--- config.mk ---
export PLATFORM = sky130hd
export DESIGN_NAME = coding_unit_index_map
export DESIGN_NICKNAME = d
export VERILOG_FILES = /design/src/design/cuim_pkg.sv /design/src/design/cuim_ram.sv /design/src/design/coding_unit_index_map.sv
export VERILOG_INCLUDE_DIRS = /design/src /design/src/design
export SDC_FILE = /design/constraint.sdc
export NUM_CORES = 1
export LEC_CHECK = 0
export BUFFER_PORTS_ARGS = -buffer_cell sky130_fd_sc_hd__buf_2
export CORE_UTILIZATION = 30
export DETAILED_ROUTE_END_ITERATION = 8
export SLEW_MARGIN = 5
export SYNTH_ARGS = -nofsm -noshare
export SYNTH_HDL_FRONTEND = slang
export SYNTH_SLANG_ARGS = --single-unit
export TNS_END_PERCENT = 50
--- constraint.sdc ---
create_clock -name clk -period 7.42 [get_ports clk]
set_input_delay 0 -clock clk [delete_from_list [all_inputs] [get_ports clk]]
set_output_delay 0 -clock clk [all_outputs]
set_load 0.005 [all_outputs]
--- src/design/coding_unit_index_map_defines.svh ---
// Assertion macros shared by the coding unit index map design.
// CUIM_ASSERT is switched off while rst is high; CUIM_ASSERT_RST also checks during reset.
`ifndef CODING_UNIT_INDEX_MAP_DEFINES_SVH
`define CODING_UNIT_INDEX_MAP_DEFINES_SVH
`ifndef SYNTHESIS
`define CUIM_ASSERT(lbl, prop, msg) \
  lbl: assert property (@(posedge clk) disable iff (rst) prop) else $error(msg);
`define CUIM_ASSERT_RST(lbl, prop, msg) \
  lbl: assert property (@(posedge clk) prop) else $error(msg);
`else
`define CUIM_ASSERT(lbl, prop, msg)
`define CUIM_ASSERT_RST(lbl, prop, msg)
`endif
`endif

--- src/design/cuim_pkg.sv ---
package cuim_pkg;

  // Field widths.
  localparam int COORD_W = 16;
  localparam int LOG2_W  = 3;
  localparam int UNIT_W  = 6;
  localparam int REQ_W   = 2;
  localparam int CFG_IDX_W = 2;

  // The present bits are kept eight to a memory row.
  localparam int PRES_ROW_W = 8;
  localparam int PRES_SEL_W = 3;

  // Request codes.
  localparam logic [REQ_W-1:0] REQ_ADD    = 2'd0;
  localparam logic [REQ_W-1:0] REQ_LOOKUP = 2'd1;
  localparam logic [REQ_W-1:0] REQ_CLEAR  = 2'd2;

  // Configuration register indexes.
  localparam logic [CFG_IDX_W-1:0] CFG_ORIGIN_X   = 2'd0;
  localparam logic [CFG_IDX_W-1:0] CFG_ORIGIN_Y   = 2'd1;
  localparam logic [CFG_IDX_W-1:0] CFG_BLOCK_LOG2 = 2'd2;
  localparam logic [CFG_IDX_W-1:0] CFG_CELL_LOG2  = 2'd3;

  // Register reset values.
  localparam logic [LOG2_W-1:0] BLOCK_LOG2_RESET = 3'd6;
  localparam logic [LOG2_W-1:0] CELL_LOG2_RESET  = 3'd3;

  // Sequencer states.
  typedef enum logic [2:0] {
    ST_IDLE,
    ST_CHECK,
    ST_PREP,
    ST_FILL,
    ST_LREAD,
    ST_LPRES
  } state_t;

endpackage

--- src/design/cuim_ram.sv ---
module cuim_ram #(
  parameter int WIDTH = 8,
  parameter int DEPTH = 8,
  parameter int ADDR_W = (DEPTH > 1) ? $clog2(DEPTH) : 1
) (
  input  logic              clk,
  input  logic              we,
  input  logic [ADDR_W-1:0] waddr,
  input  logic [WIDTH-1:0]  wdata,
  input  logic [ADDR_W-1:0] raddr,
  output logic [WIDTH-1:0]  rdata
);

  logic [WIDTH-1:0] mem [DEPTH];

  // One write port and one registered read port.
  always_ff @(posedge clk) begin
    if (we) begin
      mem[waddr] <= wdata;
    end
    rdata <= mem[raddr];
  end

endmodule

--- src/design/coding_unit_index_map.sv ---
// Coding unit index map for one coding tree block.
// A request beat is taken at a rising edge with start high and busy low. Type add
// writes a unit number into every grid cell the unit covers, type lookup returns
// the number in the cell at a position, type clear empties the map.
// Each request gives exactly one result beat: done is high for one cycle with
// accepted, found, found_number and outside_block; fields that do not belong to the
// request type are zero. The receiver cannot stall; the next request may be taken
// at the edge that ends the done cycle.
// How each request runs:
//   add inside the block: R grid rows are read and written back, R from 1 to
//     CELLS_PER_SIDE, or none when the corner lies past the grid; one map row is
//     read and written back per cycle, each write overlapping the next row's read.
//   add rejected: no memory access.  lookup: the map row is read, then the present
//     row, with no read when outside the block or beyond the grid.
//   clear and undefined types: answered from the idle state without memory access.
// Configuration beats (cfg_valid, cfg_ready always high) go to the four registers.
// Reset, like clear, drops the row valid bits of both memories at once, so
// no clearing pass follows; registers return to origin 0, block 64, cell 8.
`include "coding_unit_index_map_defines.svh"

module coding_unit_index_map #(
  parameter int CELLS_PER_SIDE = 8,
  parameter int MAX_UNITS = 64
) (
  input  logic                              clk,
  input  logic                              rst,
  // Request channel.
  input  logic                              start,
  output logic                              busy,
  input  logic [cuim_pkg::REQ_W-1:0]        req_type,
  input  logic [cuim_pkg::COORD_W-1:0]      pos_x,
  input  logic [cuim_pkg::COORD_W-1:0]      pos_y,
  input  logic [cuim_pkg::LOG2_W-1:0]       unit_log2_size,
  input  logic [cuim_pkg::UNIT_W-1:0]       unit_number,
  // Result channel.
  output logic                              done,
  output logic                              accepted,
  output logic                              found,
  output logic [cuim_pkg::UNIT_W-1:0]       found_number,
  output logic                              outside_block,
  // Configuration channel.
  input  logic                              cfg_valid,
  output logic                              cfg_ready,
  input  logic [cuim_pkg::CFG_IDX_W-1:0]    cfg_index,
  input  logic [cuim_pkg::COORD_W-1:0]      cfg_data
);

  localparam int ROW_W = (CELLS_PER_SIDE > 1) ? $clog2(CELLS_PER_SIDE) : 1;
  localparam int CNT_W = $clog2(CELLS_PER_SIDE + 1);
  localparam int ROW_BITS = CELLS_PER_SIDE * cuim_pkg::UNIT_W;
  localparam int PROWS = (MAX_UNITS + cuim_pkg::PRES_ROW_W - 1) / cuim_pkg::PRES_ROW_W;
  localparam int PROW_W = (PROWS > 1) ? $clog2(PROWS) : 1;
  localparam logic [7:0] CPS8 = 8'(CELLS_PER_SIDE);
  localparam logic [CNT_W-1:0] CPS_C = CNT_W'(CELLS_PER_SIDE);

  // Configuration registers.
  logic [cuim_pkg::COORD_W-1:0] origin_x;
  logic [cuim_pkg::COORD_W-1:0] origin_y;
  logic [cuim_pkg::LOG2_W-1:0]  block_log2;
  logic [cuim_pkg::LOG2_W-1:0]  cell_log2;

  // Sequencer and request registers.
  cuim_pkg::state_t state, state_next;
  logic [cuim_pkg::REQ_W-1:0]   req_q;
  logic [cuim_pkg::COORD_W-1:0] px_q, py_q;
  logic [cuim_pkg::LOG2_W-1:0]  ulog2_q;
  logic [cuim_pkg::UNIT_W-1:0]  num_q;
  logic [6:0]                   dx_q, dx_next, dy_q, dy_next;
  logic [CNT_W-1:0]             row_cur, row_cur_next, row_end, row_end_next;
  logic [CELLS_PER_SIDE-1:0]    col_mask, col_mask_next;
  logic [ROW_W-1:0]             row_q, row_q_next, col_q, col_q_next;
  logic                         wr_pend, wr_pend_next;
  logic                         pres_pend, pres_pend_next;
  logic [cuim_pkg::UNIT_W-1:0]  n_q, n_next;

  // Row valid bits: a row that is not valid reads as all zero.
  logic [CELLS_PER_SIDE-1:0]    map_valid;
  logic [PROWS-1:0]             pres_valid;

  // Result next values.
  logic                         done_next, accepted_next, found_next, outside_next;
  logic [cuim_pkg::UNIT_W-1:0]  found_number_next;
  logic                         clear_all;

  // Memory ports.
  logic                         map_we;
  logic [ROW_W-1:0]             map_waddr, map_raddr;
  logic [ROW_BITS-1:0]          map_wdata, map_rdata;
  logic                         pres_we;
  logic [PROW_W-1:0]            pres_waddr, pres_raddr;
  logic [cuim_pkg::PRES_ROW_W-1:0] pres_wdata, pres_rdata;

  // Combinational helpers.
  logic                         take;
  logic [7:0]                   usize, bsize, count, cx_end, cy_end;
  logic [cuim_pkg::COORD_W:0]   x_end, y_end, blk_x_end, blk_y_end;
  logic                         lo_ok, add_fit, look_fit;
  logic [cuim_pkg::COORD_W-1:0] diff_x, diff_y;
  logic [6:0]                   cx, cy;
  logic [ROW_BITS-1:0]          row_old, row_new;
  logic [cuim_pkg::UNIT_W-1:0]  entry;
  logic [PROW_W-1:0]            num_prow, entry_prow, n_prow;

  assign take      = start && !busy;
  assign busy      = (state != cuim_pkg::ST_IDLE);
  assign cfg_ready = 1'b1;

  assign num_prow   = PROW_W'(num_q >> cuim_pkg::PRES_SEL_W);
  assign n_prow     = PROW_W'(n_q >> cuim_pkg::PRES_SEL_W);

  // Configuration writes.
  always_ff @(posedge clk) begin
    if (rst) begin
      origin_x   <= '0;
      origin_y   <= '0;
      block_log2 <= cuim_pkg::BLOCK_LOG2_RESET;
      cell_log2  <= cuim_pkg::CELL_LOG2_RESET;
    end else if (cfg_valid && cfg_ready) begin
      case (cfg_index)
        cuim_pkg::CFG_ORIGIN_X:   origin_x   <= cfg_data;
        cuim_pkg::CFG_ORIGIN_Y:   origin_y   <= cfg_data;
        cuim_pkg::CFG_BLOCK_LOG2: block_log2 <= cfg_data[cuim_pkg::LOG2_W-1:0];
        cuim_pkg::CFG_CELL_LOG2:  cell_log2  <= cfg_data[cuim_pkg::LOG2_W-1:0];
        default: ;
      endcase
    end
  end

  // Bounds arithmetic on the registered request.
  always_comb begin
    usize     = 8'd1 << ulog2_q;
    bsize     = 8'd1 << block_log2;
    x_end     = {1'b0, px_q} + {9'd0, usize};
    y_end     = {1'b0, py_q} + {9'd0, usize};
    blk_x_end = {1'b0, origin_x} + {9'd0, bsize};
    blk_y_end = {1'b0, origin_y} + {9'd0, bsize};
    lo_ok     = (px_q >= origin_x) && (py_q >= origin_y);
    add_fit   = lo_ok && (x_end <= blk_x_end) && (y_end <= blk_y_end);
    look_fit  = lo_ok && ({1'b0, px_q} < blk_x_end) && ({1'b0, py_q} < blk_y_end);
    diff_x    = px_q - origin_x;
    diff_y    = py_q - origin_y;
  end

  // Cell indexes and covered ranges from the offsets inside the block.
  always_comb begin
    cx = dx_q >> cell_log2;
    cy = dy_q >> cell_log2;
    if (ulog2_q >= cell_log2) begin
      count = 8'd1 << (ulog2_q - cell_log2);
    end else begin
      count = 8'd1;
    end
    cx_end = {1'b0, cx} + count;
    cy_end = {1'b0, cy} + count;
  end

  // Row merge: covered columns take the new unit number.
  always_comb begin
    row_old = map_valid[row_q] ? map_rdata : '0;
    row_new = row_old;
    for (int c = 0; c < CELLS_PER_SIDE; c++) begin
      if (col_mask[c]) begin
        row_new[c*cuim_pkg::UNIT_W +: cuim_pkg::UNIT_W] = num_q;
      end
    end
    entry      = row_old[col_q*cuim_pkg::UNIT_W +: cuim_pkg::UNIT_W];
    entry_prow = PROW_W'(entry >> cuim_pkg::PRES_SEL_W);
  end

  // Next state, memory controls and results.
  always_comb begin
    state_next        = state;
    dx_next           = dx_q;
    dy_next           = dy_q;
    row_cur_next      = row_cur;
    row_end_next      = row_end;
    col_mask_next     = col_mask;
    row_q_next        = row_q;
    col_q_next        = col_q;
    wr_pend_next      = 1'b0;
    pres_pend_next    = 1'b0;
    n_next            = n_q;
    done_next         = 1'b0;
    accepted_next     = 1'b0;
    found_next        = 1'b0;
    found_number_next = '0;
    outside_next      = 1'b0;
    clear_all         = 1'b0;
    map_raddr         = row_cur[ROW_W-1:0];
    map_we            = 1'b0;
    map_waddr         = row_q;
    map_wdata         = row_new;
    pres_raddr        = num_prow;
    pres_we           = 1'b0;
    pres_waddr        = num_prow;
    pres_wdata        = (pres_valid[num_prow] ? pres_rdata : '0)
                        | (cuim_pkg::PRES_ROW_W'(1) << num_q[cuim_pkg::PRES_SEL_W-1:0]);

    case (state)
      cuim_pkg::ST_IDLE: begin
        if (take) begin
          case (req_type)
            cuim_pkg::REQ_ADD, cuim_pkg::REQ_LOOKUP: state_next = cuim_pkg::ST_CHECK;
            cuim_pkg::REQ_CLEAR: begin
              clear_all = 1'b1;
              done_next = 1'b1;
            end
            default: done_next = 1'b1;
          endcase
        end
      end

      cuim_pkg::ST_CHECK: begin
        dx_next = diff_x[6:0];
        dy_next = diff_y[6:0];
        if (req_q == cuim_pkg::REQ_ADD) begin
          if (add_fit) begin
            state_next = cuim_pkg::ST_PREP;
          end else begin
            state_next = cuim_pkg::ST_IDLE;
            done_next  = 1'b1;
          end
        end else if (look_fit) begin
          state_next = cuim_pkg::ST_PREP;
        end else begin
          state_next   = cuim_pkg::ST_IDLE;
          done_next    = 1'b1;
          outside_next = 1'b1;
        end
      end

      cuim_pkg::ST_PREP: begin
        if (req_q == cuim_pkg::REQ_ADD) begin
          // Rows covered by the unit, clipped at the grid edge; present row read starts here.
          row_cur_next   = ({1'b0, cy} >= CPS8) ? CPS_C : CNT_W'(cy);
          row_end_next   = (cy_end >= CPS8) ? CPS_C : CNT_W'(cy_end);
          for (int c = 0; c < CELLS_PER_SIDE; c++) begin
            col_mask_next[c] = (8'(c) >= {1'b0, cx}) && (8'(c) < cx_end);
          end
          pres_pend_next = (32'(num_q) < MAX_UNITS);
          state_next     = cuim_pkg::ST_FILL;
        end else if (({1'b0, cx} < CPS8) && ({1'b0, cy} < CPS8)) begin
          map_raddr  = cy[ROW_W-1:0];
          row_q_next = cy[ROW_W-1:0];
          col_q_next = cx[ROW_W-1:0];
          state_next = cuim_pkg::ST_LREAD;
        end else begin
          state_next = cuim_pkg::ST_IDLE;
          done_next  = 1'b1;
        end
      end

      cuim_pkg::ST_FILL: begin
        // Read row r while row r-1, read last cycle, is written back.
        map_we  = wr_pend;
        pres_we = pres_pend;
        if (row_cur < row_end) begin
          map_raddr    = row_cur[ROW_W-1:0];
          row_cur_next = row_cur + CNT_W'(1);
          row_q_next   = row_cur[ROW_W-1:0];
          wr_pend_next = 1'b1;
        end else if (!wr_pend) begin
          state_next    = cuim_pkg::ST_IDLE;
          done_next     = 1'b1;
          accepted_next = 1'b1;
        end
      end

      cuim_pkg::ST_LREAD: begin
        if (32'(entry) < MAX_UNITS) begin
          pres_raddr = entry_prow;
          n_next     = entry;
          state_next = cuim_pkg::ST_LPRES;
        end else begin
          state_next        = cuim_pkg::ST_IDLE;
          done_next         = 1'b1;
          found_number_next = entry;
        end
      end

      cuim_pkg::ST_LPRES: begin
        state_next        = cuim_pkg::ST_IDLE;
        done_next         = 1'b1;
        found_number_next = n_q;
        found_next        = pres_valid[n_prow]
                            && pres_rdata[n_q[cuim_pkg::PRES_SEL_W-1:0]];
      end

      default: state_next = cuim_pkg::ST_IDLE;
    endcase
  end

  // Control state, row valid bits and result beat.
  always_ff @(posedge clk) begin
    if (rst) begin
      state      <= cuim_pkg::ST_IDLE;
      wr_pend    <= 1'b0;
      pres_pend  <= 1'b0;
      map_valid  <= '0;
      pres_valid <= '0;
      done       <= 1'b0;
    end else begin
      state     <= state_next;
      wr_pend   <= wr_pend_next;
      pres_pend <= pres_pend_next;
      done      <= done_next;
      if (clear_all) begin
        map_valid  <= '0;
        pres_valid <= '0;
      end else begin
        if (map_we) begin
          map_valid[map_waddr] <= 1'b1;
        end
        if (pres_we) begin
          pres_valid[pres_waddr] <= 1'b1;
        end
      end
    end
  end

  // Payload registers.
  always_ff @(posedge clk) begin
    if (take) begin
      req_q   <= req_type;
      px_q    <= pos_x;
      py_q    <= pos_y;
      ulog2_q <= unit_log2_size;
      num_q   <= unit_number;
    end
    dx_q          <= dx_next;
    dy_q          <= dy_next;
    row_cur       <= row_cur_next;
    row_end       <= row_end_next;
    col_mask      <= col_mask_next;
    row_q         <= row_q_next;
    col_q         <= col_q_next;
    n_q           <= n_next;
    accepted      <= accepted_next;
    found         <= found_next;
    found_number  <= found_number_next;
    outside_block <= outside_next;
  end

  // Map memory: one row of cell numbers per grid row.
  cuim_ram #(
    .WIDTH (ROW_BITS),
    .DEPTH (CELLS_PER_SIDE),
    .ADDR_W(ROW_W)
  ) u_map_ram (
    .clk  (clk),
    .we   (map_we),
    .waddr(map_waddr),
    .wdata(map_wdata),
    .raddr(map_raddr),
    .rdata(map_rdata)
  );

  // Present memory: eight unit numbers per row.
  cuim_ram #(
    .WIDTH (cuim_pkg::PRES_ROW_W),
    .DEPTH (PROWS),
    .ADDR_W(PROW_W)
  ) u_pres_ram (
    .clk  (clk),
    .we   (pres_we),
    .waddr(pres_waddr),
    .wdata(pres_wdata),
    .raddr(pres_raddr),
    .rdata(pres_rdata)
  );

  // A result beat ends a request and never overlaps work in progress.
  `CUIM_ASSERT(a_done_idle, done |-> !busy, "result beat while busy")
  `CUIM_ASSERT(a_done_cause, done |-> $past(take) || $past(busy), "result beat without request")
  // Memory write-backs happen only while an add fills rows.
  `CUIM_ASSERT(a_we_in_fill, (map_we || pres_we) |-> state == cuim_pkg::ST_FILL, "write outside fill")
  // Flags match the request type that produced them.
  `CUIM_ASSERT(a_acc_add, (done && accepted) |-> req_q == cuim_pkg::REQ_ADD, "accepted on non-add")
  `CUIM_ASSERT(a_look_flags, (done && (found || outside_block)) |-> req_q == cuim_pkg::REQ_LOOKUP, "lookup flags on non-lookup")
  `CUIM_ASSERT_RST(a_rst_quiet, rst |=> !done && !busy, "activity right after reset")

endmodule

# == After elaboration in Yosys (flattened, before gate mapping) ==
# Memories as Yosys holds them, arrays and structs flattened. A register that Yosys moved wholly into a read port is not among the register bits.
# Index checks and enable logic that the tools add are counted.
# totals
reg_bits,154
ramBits,448
inputBits,65
output_inout_bits,12
word_cells,211
memories,2
# op_classes
add_sub_neg,10
mul,1
order_cmp,34
n_eq_ne,18
shift,7
mux,66
n_bitwise,7
n_reduce_logical,39
# memory_table
name,depth,word_bits,read_ports,rd_ports_with_merged_regs,write_ports,line,rtl
u_map_ram.mem,8,48,1,1,1,cuim_ram.sv:14,logic [WIDTH-1:0] mem [DEPTH];
u_pres_ram.mem,8,8,1,1,1,cuim_ram.sv:14,
# op_table
operator,n
adder 16 x 8 -> 17 bit,4
2-to-1 mux 48 bit,1
2-to-1 mux 6 bit,8
variable part select 48 x 7 -> 6 bit,1
2-to-1 mux 3 bit,14
less-or-equal comparator 17 bit,2
< comparator 16 x 17 -> 1 bit,2
greater-or-equal comparator 16 bit,2
< comparator 3 x 8 -> 1 bit (first input constant),4
left shift 1 x 3 -> 8 bit (first input constant),4
greater-or-equal comparator 3 x 7 -> 1 bit (first input constant),4
2-to-1 mux 1 bit,26
bitwise OR 8 bit,3
logical AND 1 bit,18
adder 7 x 8 -> 8 bit,2
< comparator 1 x 8 -> 1 bit (first input constant),2
< comparator 2 x 8 -> 1 bit (first input constant),2
< comparator 3 x 4 -> 1 bit (second input constant),4
2-to-1 mux 8 bit,2
one-hot mux 3 bit (5 select lines),1
greater-or-equal comparator 1 x 7 -> 1 bit (first input constant),2
greater-or-equal comparator 2 x 7 -> 1 bit (first input constant),2
< comparator 7 x 4 -> 1 bit (second input constant),2
inequality test 2 bit (second input constant),7
other kinds (33),63

# == Longest topological paths before layout ==
# depth
word_depth,8
ltp_mapped,23
depth_no_buf,22

# == Modules after synthesis ==
# Synthesis repeated with hierarchy kept, for this count alone.
# unflattened
hier_cells,2169
area_unflattened_um2,30772.0
# modules_own_cells
mod,n_inst,cells_each,area_each_um2,seq_area_each_um2
cuim_ram at u_map_ram,1,616,15620.0,12492.0
coding_unit_index_map,1,1439,12460.7,3933.8
cuim_ram at u_pres_ram,1,114,2691.3,2082.0

# == Least setup slack after synthesis ==
# No wires, ideal clock.
# synth_path
path_kind,register -> register
startpoint,register block_log2[0] (netlist bit)
endpoint,register done
t_arrival_ps,4799
path_slack_ps,2506
path_stages_with_launch,21
path_buffers,1
synth_period_minus_slack_ps,4914
cell_sequence,dfxtp_1 -> clkbuf_1 -> and2_1 -> ha_1 -> a21o_1 -> maj3_1 -> maj3_1 -> nand2_1 -> o21ai_1 -> maj3_1 -> nor2b_1 -> o21ai_0 -> xnor2_1 -> ha_1 -> nand4_1 -> inv_1 -> nand3_1 -> or4_1 -> a2111oi_0 -> a32oi_1 -> a31o_1
# synth_between
elab_chain_len,8
# synth_lines
item,line,rtl
"start, declared",coding_unit_index_map.sv:59,logic [cuim_pkg::LOG2_W-1:0] block_log2;
"start signal, assigned",coding_unit_index_map.sv:116,block_log2 <= cuim_pkg::BLOCK_LOG2_RESET;
"start signal, assigned",coding_unit_index_map.sv:122,cuim_pkg::CFG_BLOCK_LOG2: block_log2 <= cfg_data[cuim_pkg::LOG2_W-1:0];
left shift 1 x 3 -> 8 bit (*),coding_unit_index_map.sv:132,bsize = 8'd1 << block_log2;
adder 16 x 8 -> 17 bit,coding_unit_index_map.sv:135,"blk_x_end = {1'b0, origin_x} + {9'd0, bsize};"
< comparator 16 x 17 -> 1 bit or less-or-equal comparator 17 bit (tied branches),"coding_unit_index_map.sv:139, coding_unit_index_map.sv:138",
logical AND 1 bit (on tied branches) (2 in a row),"coding_unit_index_map.sv:139, coding_unit_index_map.sv:138",
2-to-1 mux 1 bit (on tied branches),"coding_unit_index_map.sv:223, coding_unit_index_map.sv:217",
2-to-1 mux 1 bit (*),coding_unit_index_map.sv:216,if (req_q == cuim_pkg::REQ_ADD) begin
one-hot mux 1 bit (5 select lines) (*),coding_unit_index_map.sv:199,case (state)
"end signal, assigned",coding_unit_index_map.sv:306,done <= done_next;
"end, declared",coding_unit_index_map.sv:36,"output logic done,"
# Every way passes the cells marked *; elsewhere a longest branch is shown, timed or not.
# A chain may end at the register's enable or synchronous reset.

# == Worst setup path after layout ==
# Same ends and word-level chain as after synthesis.

==> out/metrics.json <==
{
  "grt_setup_unrepaired": {"value": "false"},
  "port-buffer-count": {"value": 75},
  "mapped_nets": {"value": 2385},
  "via_count": {"value": 18300},
  "synthDominantAreaCellType": {"value": "sky130_fd_sc_hd__edfxtp_1"},
  "antenna_found_initial": {"value": 5},
  "grt_use_met2": {"value": 24.7, "unit": "%"},
  "ctsLongestPathBuffers": {"value": 3},
  "timing_hold_violations_final": {"value": 0},
  "floorplan.initialDensity": {"value": 30.4, "unit": "%"},
  "timing.critical_path.slowest_cell_delay": {"value": 590, "unit": "ps"},
  "place.detailed.hpwl": {"value": 45600, "unit": "µm"},
  "postRouteWirelength": {"value": 72800, "unit": "µm"},
  "fmax": {"value": 175, "unit": "MHz"},
  "critical_path_class": {"value": "reg -> reg"},
  "most_congested_layer_reported_by_global_routing": {"value": "met2"},
  "drt-wirelength-per-cell": {"value": 19.4, "unit": "µm"},
  "multiplexer_share_of_the_synthesized_area": {"value": 13.1, "unit": "%"},
  "worst_hold_path_type": {"value": "in -> reg"},
  "core_area": {"value": 0.101, "unit": "mm²"},
  "synthSimpleGateAreaFrac": {"value": 7.96, "unit": "%"},
  "grt_overflow_total": {"value": 0},
  "via_per_inst": {"value": 4.89},
  "synthXorXnorAreaFrac": {"value": 2.58, "unit": "%"},
  "drc": {"value": 0},
  "antenna_nets_post_route": {"value": 0},
  "clock_sink_count": {"value": 658},
  "post_synth_most_frequent_cells": {"value": "sky130_fd_sc_hd__edfxtp_1, sky130_fd_sc_hd__nand2_1, sky130_fd_sc_hd__ha_1"},
  "worstPathMaxFanout": {"value": 15},
  "clock-root-buffer": {"value": "sky130_fd_sc_hd__clkbuf_16"},
  "crit_required": {"value": 7940, "unit": "ps"},
  "post_synth_inst_count": {"value": 2180},
  "critical_path.cell_chain": {"value": "and2_1 -> ha_1 -> a21o_1 -> maj3_1 -> maj3_1 -> o2bb2ai_1 -> maj3_1 -> a21oi_1 -> o21bai_1 -> nand2_1 -> xnor2_1 -> ha_1 -> a21o_1 -> a21oi_1 -> nor2b_1 -> a2111oi_0 -> o21ai_0 -> o31a_1 -> a311oi_1 -> a32oi_1 -> a31o_1"},
  "clock_skew": {"value": 34.9, "unit": "ps"},
  "cp_max_stage_cell": {"value": "sky130_fd_sc_hd__dfxtp_1"},
  "die_width": {"value": 321, "unit": "µm"},
  "wire_length_of_the_first_global_routing_pass": {"value": 113000, "unit": "µm"},
  "met3_usage": {"value": 2.24, "unit": "%"},
  "post_cts_buffers": {"value": 0},
  "synthesis_stage_register_bit_count": {"value": 658},
  "post_synth_instance_area": {"value": 0.0306, "unit": "mm²"},
  "synth.avg_cell_area": {"value": 14.0, "unit": "µm²"},
  "drt_iter0_drc": {"value": 1202},
  "synth_top_cells_by_area": {"value": "sky130_fd_sc_hd__edfxtp_1, sky130_fd_sc_hd__mux4_2, sky130_fd_sc_hd__dfxtp_1"},
  "placement.cell_area": {"value": 0.0325, "unit": "mm²"},
  "worst-r2r-setup-slack": {"value": 1690, "unit": "ps"},
  "yosys.cell_count.top_type": {"value": "sky130_fd_sc_hd__edfxtp_1"},
  "final.setup.tns": {"value": 0, "unit": "ps"},
  "final_critical_path_required_period": {"value": 5730, "unit": "ps"},
  "postSynth.asyncResetShare": {"value": 0, "unit": "%"},
  "worstRegToRegCells": {"value": 21},
  "timing.critical_path.from": {"value": "block_log2[0]"},
  "final_nets": {"value": 2536},
  "fp-row-count": {"value": 116},
  "cts.clk_slew.worst_paths": {"value": 60, "unit": "ps"},
  "drv.max_cap_violation_count": {"value": 0},
  "status": {"value": "completed"},
  "dieArea": {"value": 0.103, "unit": "mm²"},
  "insertedDiodeCount": {"value": 0},
  "main_combinational_cell_family_by_area_after_synthesis": {"value": "multiplexers"},
  "ys_dominant_reg_cell": {"value": "sky130_fd_sc_hd__edfxtp_1"},
  "vias_in_the_first_global_route": {"value": 19200},
  "synth_compound_gate_area_share": {"value": 7.17, "unit": "%"},
  "grt_util_met1": {"value": 18.0, "unit": "%"},
  "report.final.setup_viol": {"value": 0},
  "layout.cell_area.non_filler": {"value": 0.0355, "unit": "mm²"},
  "cts_max_level": {"value": 3},
  "drt_first_pass_iters": {"value": 5},
  "tritoncts": {"value": "done"},
  "worst_pin_slew": {"value": 1200, "unit": "ps"},
  "netlist-cell-type-count": {"value": 80},
  "worstPathArrival": {"value": 6250, "unit": "ps"},
  "critical_path.reg2reg.endpoint": {"value": "done"},
  "place.gp.congestion": {"value": 0.902},
  "layout_worst_path_cycle_share": {"value": 77.2, "unit": "%"},
  "worstSetupStartpointType": {"value": "register"},
  "number_of_placed_i_o_pins": {"value": 77},
  "cell_repeated_most_along_the_worst_path": {"value": "sky130_fd_sc_hd__maj3_1"},
  "ys_warn_count": {"value": 0},
  "flow.area_growth_from_synthesis": {"value": 16.2, "unit": "%"},
  "power_per_cell_area": {"value": 225, "unit": "mW/mm²"},
  "drv_slew": {"value": 0},
  "slew-limit-headroom": {"value": 19.4, "unit": "%"},
  "floorplan.die.height": {"value": 321, "unit": "µm"},
  "crit_path_end": {"value": "done"},
  "worst_setup_path_end_kind": {"value": "register"},
  "cts_inserted_buffers": {"value": 70},
  "power.ir.vdd_worst": {"value": 0.000162, "unit": "V"},
  "grt.total_usage": {"value": 14.2, "unit": "%"},
  "clock_insertion_delay_worst_skew": {"value": 630, "unit": "ps"},
  "synth-edff-count": {"value": 533},
  "r2r_start": {"value": "block_log2[0]"},
  "p_leak": {"value": 12.4, "unit": "nW"},
  "synth_fa_ha_area_share": {"value": 6.22, "unit": "%"},
  "yosys.area.top_type_share": {"value": 52.4, "unit": "%"},
  "synth_sequential_area_ratio": {"value": 60.6, "unit": "%"},
  "post_route_cells_drive_above_1_share": {"value": 17.2, "unit": "%"},
  "grt_max_degree": {"value": 93}
}
[where the power goes]
group | internal [W] | leakage (nW) | total (W) | switching, W
clock network | 0.00191 | 1.10 | 0.00339 | 0.00148
logic | 0.000235 | 5.42 | 0.000532 | 0.000297
registers | 0.00401 | 5.90 | 0.00407 | 0.0000615
[worst max-delay path: cells and delay by family (launching register included)]
| family | cells | cell delay [ps] |
|---|---|---|
| compound gates | 12 | 2820 |
| fa+ha+maj | 5 | 1630 |
| flops | 1 | 590 |
| simple gates | 3 | 490 |
| xor+xnor | 1 | 100 |
[cell families (layout without fill, tap and decap cells)]
family | count (synthesis) | after routing
and+or+nand+nor | 517 | 517
DFF | 658 | 658
buffers and inverters | 171 | 380
xor gates and xnor gates | 90 | 90
muxes | 250 | 250
AOI/OAI and AO/OA | 345 | 345
other | 1 | 1
adders and majority gates | 148 | 148
[stage by stage]
stage,total power (W),hold WS (ps),setup WS (ps),instances,utilization [%]
detailed placement,0.00465,178,1660,3539,32.3
global placement,0.00463,177,1800,3539,32.3
floorplan,0.00448,98.9,2510,2180,-
global route,0.00829,54.1,1120,3746,35.3
finish,0.00800,58.9,1690,3746,35.3
CTS,0.00810,15.4,1660,3746,35.3
[flip-flops by register name (all words and copies together), names as in the netlist, 7 cells and up]
name / cells
col_mask: 8
dx_q: 7
dy_q: 7
map_valid: 8
origin_x: 16
origin_y: 16
pres_valid: 8
px_q: 16
py_q: 16
u_map_ram.mem: 384
u_map_ram.rdata: 48
u_pres_ram.mem: 64
u_pres_ram.rdata: 8
[cell type report]
cell class | instances | area [µm²]
clock buffer | 94 | 1900
tap | 1357 | 1700
fill | 9576 | 65100
timing repair buffer | 170 | 1290
multi-input combinational | 1351 | 11500
clock inverter | 36 | 345
sequential | 658 | 18500
inverter | 80 | 300
[worst min path at each step]
stage                        start  cells past startpoint       end  slack (ps)
detailed placement        pos_x[7]                      1   px_q[7]         180
global placement          pos_x[5]                      1   px_q[5]         180
global route                 start                      5  state[0]          50
floorplan           unit_number[0]                      0  num_q[0]         100
CTS                          start                      5  state[0]          20
finish                       start                      5  state[0]          60
[cells in the final DEF (no fill, tap or decap), drive strengths merged, types with 66 or more instances in the layout]
cell	synthesis	layout
edfxtp	533	533
nand2	227	227
ha	131	131
dfxtp	125	125
mux4	114	114
o21ai	103	103
clkbuf	53	94
buf	38	93
a21oi	92	92
nor2	88	88
inv	80	87
dlygate4sd3	0	77
xnor2	75	75
mux2	70	70
mux2i	66	66
[timing repair]
item	4_1_cts	5_1_grt
endpoints found under the hold margin	87	0
hold buffers	77	0
resized for setup	0	0
[layer usage]
layer / up-vias / share of wire (%)
met1: 9223 / 44
met3: 131 / 3.8
met5: - / 0.051
met2: 379 / 50
li1: 8575 / -
met4: 6 / 2.7
(Power assumes the default switching activity.)
